`src/design/kda_pkg.sv`:
```
// Shared types and constants for the key debounce and auto-repeat block.
`default_nettype none
package kda_pkg;

    localparam int TICK_W = 8;
    localparam int KEYS_W = 2;
    localparam int CFG_IDX_W = 2;

    typedef enum logic [1:0] {
        KIND_NONE   = 2'd0,
        KIND_UP     = 2'd1,
        KIND_DOWN   = 2'd2,
        KIND_REPEAT = 2'd3
    } kda_kind_t;

    typedef enum logic [CFG_IDX_W-1:0] {
        REG_SETTLE_TICKS = 2'd0,
        REG_START_REPEAT = 2'd1,
        REG_NEXT_REPEAT  = 2'd2
    } kda_reg_idx_t;

    typedef struct packed {
        logic [TICK_W-1:0] settle_ticks;
        logic [TICK_W-1:0] start_repeat;
        logic [TICK_W-1:0] next_repeat;
    } kda_cfg_t;

    // What one cell reports for the request being accepted
    typedef struct packed {
        logic      active;
        kda_kind_t kind;
    } kda_cell_res_t;

    typedef struct packed {
        logic      key;
        kda_kind_t kind;
    } kda_result_t;

endpackage
`default_nettype wire

```
`src/design/key_debounce_autorepeat_top.sv`:
```
// Top level of the key debounce and auto-repeat block.
//
//  channel  | ports                    | tdata bits (low to high)
//  ---------+--------------------------+---------------------------------------------
//  poll in  | s_tvalid/s_tready/s_tdata| [7:0] tick_now, [9:8] keys_pressed, 0 pad
//  event out| m_tvalid/m_tready/m_tdata| [1:0] event_kind, [2] event_key, 0 pad
//  config   | cfg_wr_en/cfg_index/wdata| 0 settle_ticks, 1 start_repeat, 2 next_repeat
//
// One poll request per cycle while s_tready is high; its event is registered in the buffer.
// A token ring through the key cells picks the polled key, so one cell updates per poll.
// A two-entry output buffer parks a result in its skid entry while the consumer stalls;
// s_tready drops only while both buffer entries are full.
// Reset clears all key state and the registers to their defaults; the first poll sees key 1.
`default_nettype none
module key_debounce_autorepeat_top #(
    parameter int NUM_KEYS = 2
) (
    input  wire logic                          aclk,
    input  wire logic                          aresetn,
    input  wire logic                          s_tvalid,
    output logic                               s_tready,
    input  wire logic [15:0]                   s_tdata,   // tick_now, keys_pressed
    output logic                               m_tvalid,
    input  wire logic                          m_tready,
    output logic [7:0]                         m_tdata,   // event_kind, event_key
    input  wire logic                          cfg_wr_en,
    input  wire logic [kda_pkg::CFG_IDX_W-1:0] cfg_index,
    input  wire logic [kda_pkg::TICK_W-1:0]    cfg_wdata
);
    import kda_pkg::*;

    kda_cfg_t          cfg_reg;
    logic              accept;
    logic [TICK_W-1:0] tick_now;
    logic [KEYS_W-1:0] keys_pressed;
    logic [NUM_KEYS-1:0] token;
    kda_cell_res_t     res [NUM_KEYS];
    logic [NUM_KEYS-1:0] key_bits;
    kda_result_t       result;
    kda_result_t       out_res;

    assign accept       = s_tvalid && s_tready;
    assign tick_now     = s_tdata[TICK_W-1:0];
    assign keys_pressed = s_tdata[TICK_W+KEYS_W-1:TICK_W];

    always_ff @(posedge aclk) begin
        if (!aresetn) begin
            cfg_reg.settle_ticks <= 8'd10;
            cfg_reg.start_repeat <= 8'hff;
            cfg_reg.next_repeat  <= 8'h20;
        end else if (cfg_wr_en) begin
            unique case (cfg_index)
                REG_SETTLE_TICKS: cfg_reg.settle_ticks <= cfg_wdata;
                REG_START_REPEAT: cfg_reg.start_repeat <= cfg_wdata;
                REG_NEXT_REPEAT:  cfg_reg.next_repeat  <= cfg_wdata;
                default: ;
            endcase
        end
    end

    for (genvar k = 0; k < NUM_KEYS; k++) begin : g_cell
        logic lvl;
        if (k < KEYS_W) begin : g_pin
            assign lvl = keys_pressed[k];
        end else begin : g_nopin
            assign lvl = 1'b0;
        end

        kda_cell #(
            .TOKEN_INIT(k == 0)
        ) u_cell (
            .aclk     (aclk),
            .aresetn  (aresetn),
            .advance  (accept),
            .token_in (token[(k + NUM_KEYS - 1) % NUM_KEYS]),
            .token_out(token[k]),
            .tick_now (tick_now),
            .level    (lvl),
            .cfg      (cfg_reg),
            .res      (res[k])
        );

        assign key_bits[k] = res[k].active && (res[k].kind != KIND_NONE) && 1'(k);
    end

    always_comb begin
        result.kind = KIND_NONE;
        for (int k = 0; k < NUM_KEYS; k++) begin
            result.kind = kda_kind_t'(result.kind | (res[k].active ? res[k].kind : KIND_NONE));
        end
        result.key = |key_bits;
    end

    kda_outbuf u_outbuf (
        .aclk     (aclk),
        .aresetn  (aresetn),
        .push     (accept),
        .push_data(result),
        .in_ready (s_tready),
        .out_valid(m_tvalid),
        .out_ready(m_tready),
        .out_data (out_res)
    );

    assign m_tdata = {5'd0, out_res.key, out_res.kind};

endmodule
`default_nettype wire

```
`src/design/kda_cell.sv`:
```
// One key cell: debounce and repeat state of a single key plus its share of the poll token.
`default_nettype none
module kda_cell #(
    parameter bit TOKEN_INIT = 1'b0
) (
    input  wire logic                       aclk,
    input  wire logic                       aresetn,
    input  wire logic                       advance,
    input  wire logic                       token_in,
    output logic                            token_out,
    input  wire logic [kda_pkg::TICK_W-1:0] tick_now,
    input  wire logic                       level,
    input  wire kda_pkg::kda_cfg_t          cfg,
    output kda_pkg::kda_cell_res_t          res
);
    import kda_pkg::*;

    logic              token_reg, token_next;
    logic              stable_reg, stable_next;
    logic [TICK_W-1:0] last_reg, last_next;
    logic [TICK_W-1:0] due_reg, due_next;
    logic [TICK_W-1:0] elapsed;
    kda_kind_t         kind;

    assign elapsed   = tick_now - last_reg;
    assign token_out = token_reg;

    always_comb begin
        token_next  = advance ? token_in : token_reg;
        stable_next = stable_reg;
        last_next   = last_reg;
        due_next    = due_reg;
        kind        = KIND_NONE;
        // The cell receiving the token owns this request
        if (token_in) begin
            if (level == stable_reg) begin
                last_next = tick_now;
                if (level && tick_now == due_reg) begin
                    due_next = tick_now + cfg.next_repeat;
                    kind     = KIND_REPEAT;
                end
            end else if (elapsed >= cfg.settle_ticks) begin
                stable_next = level;
                last_next   = tick_now;
                due_next    = tick_now + cfg.start_repeat;
                kind        = level ? KIND_DOWN : KIND_UP;
            end
        end
        res.active = token_in;
        res.kind   = kind;
    end

    always_ff @(posedge aclk) begin
        if (!aresetn) begin
            token_reg  <= TOKEN_INIT;
            stable_reg <= 1'b0;
            last_reg   <= '0;
            due_reg    <= '0;
        end else begin
            token_reg <= token_next;
            if (advance) begin
                stable_reg <= stable_next;
                last_reg   <= last_next;
                due_reg    <= due_next;
            end
        end
    end

endmodule
`default_nettype wire

```
`src/design/kda_outbuf.sv`:
```
// Two-entry result buffer: output register plus skid register.
`default_nettype none
module kda_outbuf (
    input  wire logic                 aclk,
    input  wire logic                 aresetn,
    input  wire logic                 push,
    input  wire kda_pkg::kda_result_t push_data,
    output logic                      in_ready,
    output logic                      out_valid,
    input  wire logic                 out_ready,
    output kda_pkg::kda_result_t      out_data
);
    import kda_pkg::*;

    logic        out_valid_reg, out_valid_next;
    logic        skid_valid_reg, skid_valid_next;
    kda_result_t out_data_reg, out_data_next;
    kda_result_t skid_data_reg, skid_data_next;
    logic        pop;

    assign pop       = out_valid_reg && out_ready;
    assign in_ready  = !skid_valid_reg;
    assign out_valid = out_valid_reg;
    assign out_data  = out_data_reg;

    always_comb begin
        out_valid_next  = out_valid_reg;
        skid_valid_next = skid_valid_reg;
        out_data_next   = out_data_reg;
        skid_data_next  = skid_data_reg;
        if (pop) begin
            if (skid_valid_reg) begin
                out_data_next   = skid_data_reg;
                skid_valid_next = 1'b0;
            end else begin
                out_valid_next = push;
                out_data_next  = push_data;
            end
        end else if (push) begin
            if (!out_valid_reg) begin
                out_valid_next = 1'b1;
                out_data_next  = push_data;
            end else begin
                // Park the result while the consumer stalls
                skid_valid_next = 1'b1;
                skid_data_next  = push_data;
            end
        end
    end

    always_ff @(posedge aclk) begin
        if (!aresetn) begin
            out_valid_reg  <= 1'b0;
            skid_valid_reg <= 1'b0;
        end else begin
            out_valid_reg  <= out_valid_next;
            skid_valid_reg <= skid_valid_next;
        end
        out_data_reg  <= out_data_next;
        skid_data_reg <= skid_data_next;
    end

endmodule
`default_nettype wire

```
`config.mk`:
```
export PLATFORM = sky130hd
export DESIGN_NAME = key_debounce_autorepeat_top
export DESIGN_NICKNAME = d
export VERILOG_FILES = /design/src/design/kda_pkg.sv /design/src/design/key_debounce_autorepeat_top.sv /design/src/design/kda_cell.sv /design/src/design/kda_outbuf.sv
export SDC_FILE = /design/constraint.sdc
export NUM_CORES = 1
export LEC_CHECK = 0
export BUFFER_PORTS_ARGS = -buffer_cell sky130_fd_sc_hd__buf_2
export CAP_MARGIN = 40
export CORE_ASPECT_RATIO = 0.9
export CORE_MARGIN = 5
export CORE_UTILIZATION = 60
export DETAILED_ROUTE_END_ITERATION = 6
export GPL_TIMING_DRIVEN = 0
export PLACE_DENSITY = 0.77
export SETUP_SLACK_MARGIN = 0.3
export SLEW_MARGIN = 20
export SYNTH_ARGS = -nofsm -noshare
export SYNTH_HDL_FRONTEND = slang
export SYNTH_SLANG_ARGS = --single-unit
```
`constraint.sdc`:
```
create_clock -name aclk -period 8.5 [get_ports aclk]
set_input_delay 0.425 -clock aclk [delete_from_list [all_inputs] [get_ports aclk]]
set_output_delay 0.425 -clock aclk [all_outputs]
set_load 0.005 [all_outputs]
```
### Word-level counts from Yosys, hierarchy flattened

Cells that the tools add are included.

* bits in registers: 68
* bits of input ports: 31

* add/subtract/negate cells: 4
* magnitude comparators: 2
* equality and inequality tests: 10
* multiplexer cells: 28
* bitwise gates (word level): 5
* reduce and logical (&&, ||, !) cells: 25

Operators by type and width (number)
* $mux 8: 10
* $mux 2: 11
* $add 8x8->8: 2
* $eq 8x8->1: 2
* $ge 8x8->1: 2
* $reduce_and 4->1: 4
* $sub 8x8->8: 2
* $mux 3: 4
* $reduce_and 2->1: 6
* $reduce_and 3->1: 3
* $ne 2x2->1 const B: 4
* $reduce_bool 2->1: 4
* $logic_and 1x1->1: 5
* $not 1->1: 4
* $mux 1: 3
* $eq 1x1->1: 2
* $eq 2x1->1 const B: 1
* $eq 2x2->1 const B: 1
* $logic_not 2->1: 1
* $or 2x2->2: 1
* $reduce_or 2->1: 1
* $logic_not 1->1: 1

### Depth between registers and ports, before layout

* word-level depth: 10
* mapped depth: 19
* gate-level depth less buffers: 17

### Modules after synthesis

From an unflattened synthesis, not the netlist that was laid out.

* cells, all modules: 552
* area, all modules: 4855.9 sq um

Modules (own cells, without submodules)
* kda_cell: times used 2, cells an instance 209, area an instance 1731.7 sq um, sequential area each 360.3 sq um
* key_debounce_autorepeat_top: times used 1, cells an instance 112, area an instance 1081.0 sq um, sequential area each 480.5 sq um
* kda_outbuf: times used 1, cells an instance 22, area an instance 311.5 sq um, sequential area each 220.2 sq um

### Worst setup path after synthesis

Ideal clock, no wire load.

* path kind: in2reg
* start: in s_tdata[0]
* end: reg g_cell[1].u_cell.due_reg[7]
* setup time: 0.134 ns
* arrival: 3.321 ns
* required time: 8.366 ns
* setup slack: 5.046 ns
* stages on the path: 19
* path buffers: 2
* cell sequence: inv_1 -> ha_1 -> inv_1 -> fa_1 -> a21o_1 -> a21oi_1 -> o21bai_1 -> a21oi_1 -> xnor2_1 -> ha_1 -> a21oi_1 -> o22ai_1 -> a211oi_2 -> a21oi_4 -> and2_1 -> buf_4 -> buf_6 -> nand4_1 -> o221ai_1

* longest elaborated chain between the ends: 4
* elaborated cells on any way between the ends: 12
* those cells by class: add/sub: 3; order compare: 1; eq/ne: 2; mux: 3; reduce/logical: 3

Ends and longest elaborated chain
* start: declaration: line key_debounce_autorepeat_top.sv:22 `input wire logic [15:0] s_tdata,`
* $sub 8x8->8 / $eq 8x8->1 (equally long branches): line kda_cell.sv:25, kda_cell.sv:38
* $ge 8x8->1 / $logic_and 1x1->1 (equally long branches): line kda_cell.sv:42, kda_cell.sv:38
* $reduce_bool 2->1 (no line) / $ne 2x2->1 (equally long branches)
* $reduce_and 4->1 (no line)
* end signal: assignment: line kda_cell.sv:64 `due_reg <= due_next;`
* end: declaration: line kda_cell.sv:21 `logic [TICK_W-1:0] due_reg, due_next;`

Parallel ways exist; a longest one is shown, timed or not. The select of a mux whose other input is x is not followed.
A chain may end at the register's enable or synchronous reset.

### Worst setup path in the final report

Ends and elaborated chain as after synthesis.

==> flow_metrics.env <==
export IMPL_worst_pin_slew_ps=758
export IMPL_use_met3_pct=4.21
export IMPL_num_vias=3742
export IMPL_nFillCells=615
export IMPL_preCtsSetupSlack_ps=4300
export IMPL_cts_hold_buf=0
export IMPL_cts_tree="done"
export IMPL_clk_pin_slew_ps=70
export IMPL_clock_path_buffers=2
export IMPL_period_share_pct=45.3
export IMPL_die_y_um=91.4
export IMPL_power_switching_w=0.000277
export IMPL_hold_path_class="in -> reg"
export IMPL_final_nets=645
export IMPL_synthToLayoutAreaGrowth_pct=10.2
export IMPL_ys_async_sr_fraction_pct=0
export IMPL_die_area_um2=9180
export IMPL_antenna_left=0
export IMPL_fin_crit_ps=3850
export IMPL_vdd_drop_max_v=0.0000915
export IMPL_cp_common_cell="a21oi_1"
export IMPL_synth_area_per_cell_um2=8.43
export IMPL_viasPerCell=5.64
export IMPL_path_max_fanout=10
export IMPL_intPower_w=0.000582
export IMPL_clock_sinks=68
export IMPL_syn_inst=524
export IMPL_antenna_found_initial=0
export IMPL_endpoint_kind="flop"
export IMPL_path_class="in -> reg"
export IMPL_grt_max_degree=12
export IMPL_maxSlewViolCount=0
export IMPL_rows=29
export IMPL_synth_seq_cells=68
export IMPL_ios=41
export IMPL_cts_root_buf="clkbuf_8"
export IMPL_cp_required_ps=8720
export IMPL_portBuffers=27
export IMPL_wl_per_cell_um=15.6
export IMPL_critPathMaxStageDelay_ps=530
export IMPL_synth_yosys_seq_area_share_pct=32.2
export IMPL_use_met2_pct=40.1
export IMPL_cts_resized=0
export IMPL_clockPowerShare_pct=29.5
export IMPL_cts_max_level=3
export IMPL_cp_cell_sequence="buf_2 > inv_1 > ha_1 > inv_1 > fa_1 > a21o_1 > a21oi_1 > o21bai_1 > a21oi_1 > xnor2_1 > ha_1 > a21oi_1 > o22ai_1 > a211oi_2 > a21oi_4 > and2_1 > buf_4 > buf_6 > nand4_1 > o221ai_1"
export IMPL_grt_pass1_wl_um=17000
export IMPL_globalplace_congestion=0.874
export IMPL_status="finished clean"
export IMPL_critPathCapture="g_cell[1].u_cell.due_reg[7]"
export IMPL_hpwl_um=7970
export IMPL_crit_start="s_tdata[0]"
export IMPL_ys_types=52
export IMPL_grt_pass1_vias=3724
export IMPL_power_w=0.000859
export IMPL_synth_top_cell_area_share_pct=28.1
export IMPL_max_freq_mhz=260
export IMPL_drc=0
export IMPL_holdWs_ps=351
export IMPL_synth_area_leaders="dfxtp_1, ha_1, mux2i_1"
export IMPL_setup_tns_ps=0
export IMPL_drive_gt1_share_pct=10.3
export IMPL_p_seq_share_pct=41.5
export IMPL_met1_usage_pct=28.7
export IMPL_critPathLaunchType="primary input"
export IMPL_grt_busiest_layer="met2"
export IMPL_grt_ovfl_total=0
export IMPL_coreArea_um2=7110
export IMPL_pwr_share_comb_pct=29.0
export IMPL_crit_slowest_cell="a211oi_2"
export IMPL_yosysWarningCount=0
export IMPL_fin_ws_ps=4650
export IMPL_die_w_um=100
export IMPL_synth_edf_count=6
export IMPL_initial_utilization_pct=62.1
export IMPL_arrival_ps=4070
export IMPL_reg2regPathDepth=18
export IMPL_largest_reg_flops=24
export IMPL_rsz0062_at_grt="no"
export IMPL_power_density_nw_per_um2=176
export IMPL_fin_worst_skew_ps=5.81
export IMPL_slew_headroom_pct=49.4
export IMPL_netlist_area_um2=4420
export IMPL_timing_rr_start="g_cell[1].u_cell.last_reg[0]"
export IMPL_regToRegSetupSlack_ps=4670
export IMPL_yosys_area_top_type="dfxtp_1"
export IMPL_dr_pass1_iters=4
export IMPL_numCtsBuffers=9
export IMPL_diodes=0
export IMPL_r2r_end="g_cell[1].u_cell.due_reg[7]"
export IMPL_hold_violations=0
export IMPL_cts_setup_buffers=0
export IMPL_setup_violations=0
export IMPL_p_leak_nw=2.16
export IMPL_track_usage_pct=23.5
export IMPL_swShare_pct=32.2
export IMPL_maxCapViolCount=0
export IMPL_drtIter0Drc=177
export IMPL_synthFlopType="dfxtp_1"
export IMPL_totalWireLength_um=10400
export IMPL_clkLatencyLatePin_ps=340
-- cells in the mapped netlist (2+ instances only) --
master and count:
xor2_1 19, o22ai_1 2, and3_1 3, o221ai_1 2, o32ai_1 2, nor3_1 4, a21oi_1 39, a31oi_1 7
buf_4 9, buf_2 2, fa_1 4, a211oi_1 7, o211ai_1 4, mux2i_1 26, nand3_1 17, nand4_1 4
nor2b_1 7, inv_1 37, ha_1 44, dfxtp_1 62, nand2b_1 3, nor4_1 3, edfxtp_1 6, mux2_2 3
clkbuf_1 12, and2_1 5, o21ai_0 17, xnor2_1 20, nand3b_1 6, a311oi_1 4, o21bai_1 3, a21o_1 9
nand2_1 48, nor2_1 64, o21ai_1 3
-- cell families (layout without fill, tap and decap cells) --
| family | after synthesis | count (layout) | share of synthesized area [%] |
|---|---|---|---|
| other | 1 | 5 | 0.0849 |
| adders and majority gates | 48 | 48 | 14.3 |
| and+or+nand+nor | 170 | 170 | 17.4 |
| AOI/OAI and AO/OA | 107 | 107 | 15.4 |
| xor gates and xnor gates | 39 | 39 | 7.73 |
| DFF | 68 | 68 | 32.2 |
| muxes | 29 | 29 | 6.65 |
| buffers and inverters | 62 | 105 | 6.26 |
-- metrics by stage --
step,std cells,util (%),cell area [µm²]
2_1_floorplan,528,-,4430
3_3_place_gp,648,65.9,4690
3_5_place_dp,648,65.9,4690
4_1_cts,664,68.5,4870
5_1_grt,664,68.5,4870
6_report,664,68.5,4870
-- how the worst min path moves through the flow --
| stage | from | end | slack, ps | cells past startpoint |
|---|---|---|---|---|
| after floorplan | cfg_reg[10] | cfg_reg[10] | 440 | 2 |
| after global placement | g_cell[1].u_cell.token_out | g_cell[1].u_cell.token_out | 470 | 2 |
| after detailed placement | g_cell[1].u_cell.token_out | g_cell[1].u_cell.token_out | 470 | 2 |
| after CTS | cfg_wdata[4] | cfg_reg[12] | 330 | 3 |
| after global routing | cfg_wdata[3] | cfg_reg[11] | 350 | 3 |
| final | cfg_wdata[4] | cfg_reg[12] | 350 | 3 |
-- critical path, delay by kind of cell --
| kind | cells | cell delay, ps |
|---|---|---|
| compound gates | 9 | 1740 |
| xor+xnor | 1 | 150 |
| fa+ha+maj | 3 | 810 |
| buf+inv | 5 | 630 |
| simple gates | 2 | 310 |
-- routing by layer --
layer / part of all wire, % / up-vias / wire length [µm]
met1: 42 / 1748 / 4380
met4: 3.0 / 0 / 307
met2: 49 / 83 / 5070
met3: 6.0 / 24 / 626
met5: 0 / - / 0
li1: - / 1887 / -
-- layout make-up --
| type | count | area, µm² | share of cell area, % |
|---|---|---|---|
| multi-input combinational | 398 | 2740 | 56.2 |
| tap | 93 | 116 | 2.39 |
| sequential | 68 | 1420 | 29.2 |
| clock buffer | 10 | 128 | 2.62 |
| buffer | 24 | 134 | 2.75 |
| timing repair buffer | 27 | 135 | 2.78 |
| clock inverter | 6 | 55.1 | 1.13 |
| inverter | 38 | 143 | 2.93 |
-- placed cells by master (no fill, tap or decap), drive strengths merged, types with 4 or more instances in the layout --
cell / count
and2: 6
conb: 5
edfxtp: 6
a31oi: 7
dfxtp: 62
clkinv: 5
xor2: 19
a211oi: 8
mux2i: 26
clkbuf: 22
nand4: 4
ha: 44
nand3: 17
nor3: 4
a21o: 9
xnor2: 20
a311oi: 4
inv: 37
nor2: 64
a21oi: 40
o21ai: 21
nand2: 48
nor2b: 7
nand3b: 6
buf: 39
o211ai: 4
fa: 4
-- power by group through the flow --
stage | Sequential [W] | Combinational, W | Clock, W
CTS | 0.000357 | 0.000248 | 0.000261
finish | 0.000357 | 0.000249 | 0.000254
global placement | 0.000363 | 0.000235 | 0
global route | 0.000359 | 0.000279 | 0.000274
floorplan | 0.000361 | 0.000184 | 0
detailed placement | 0.000364 | 0.000245 | 0
No activity file was read; power rests on OpenSTA's default activity.
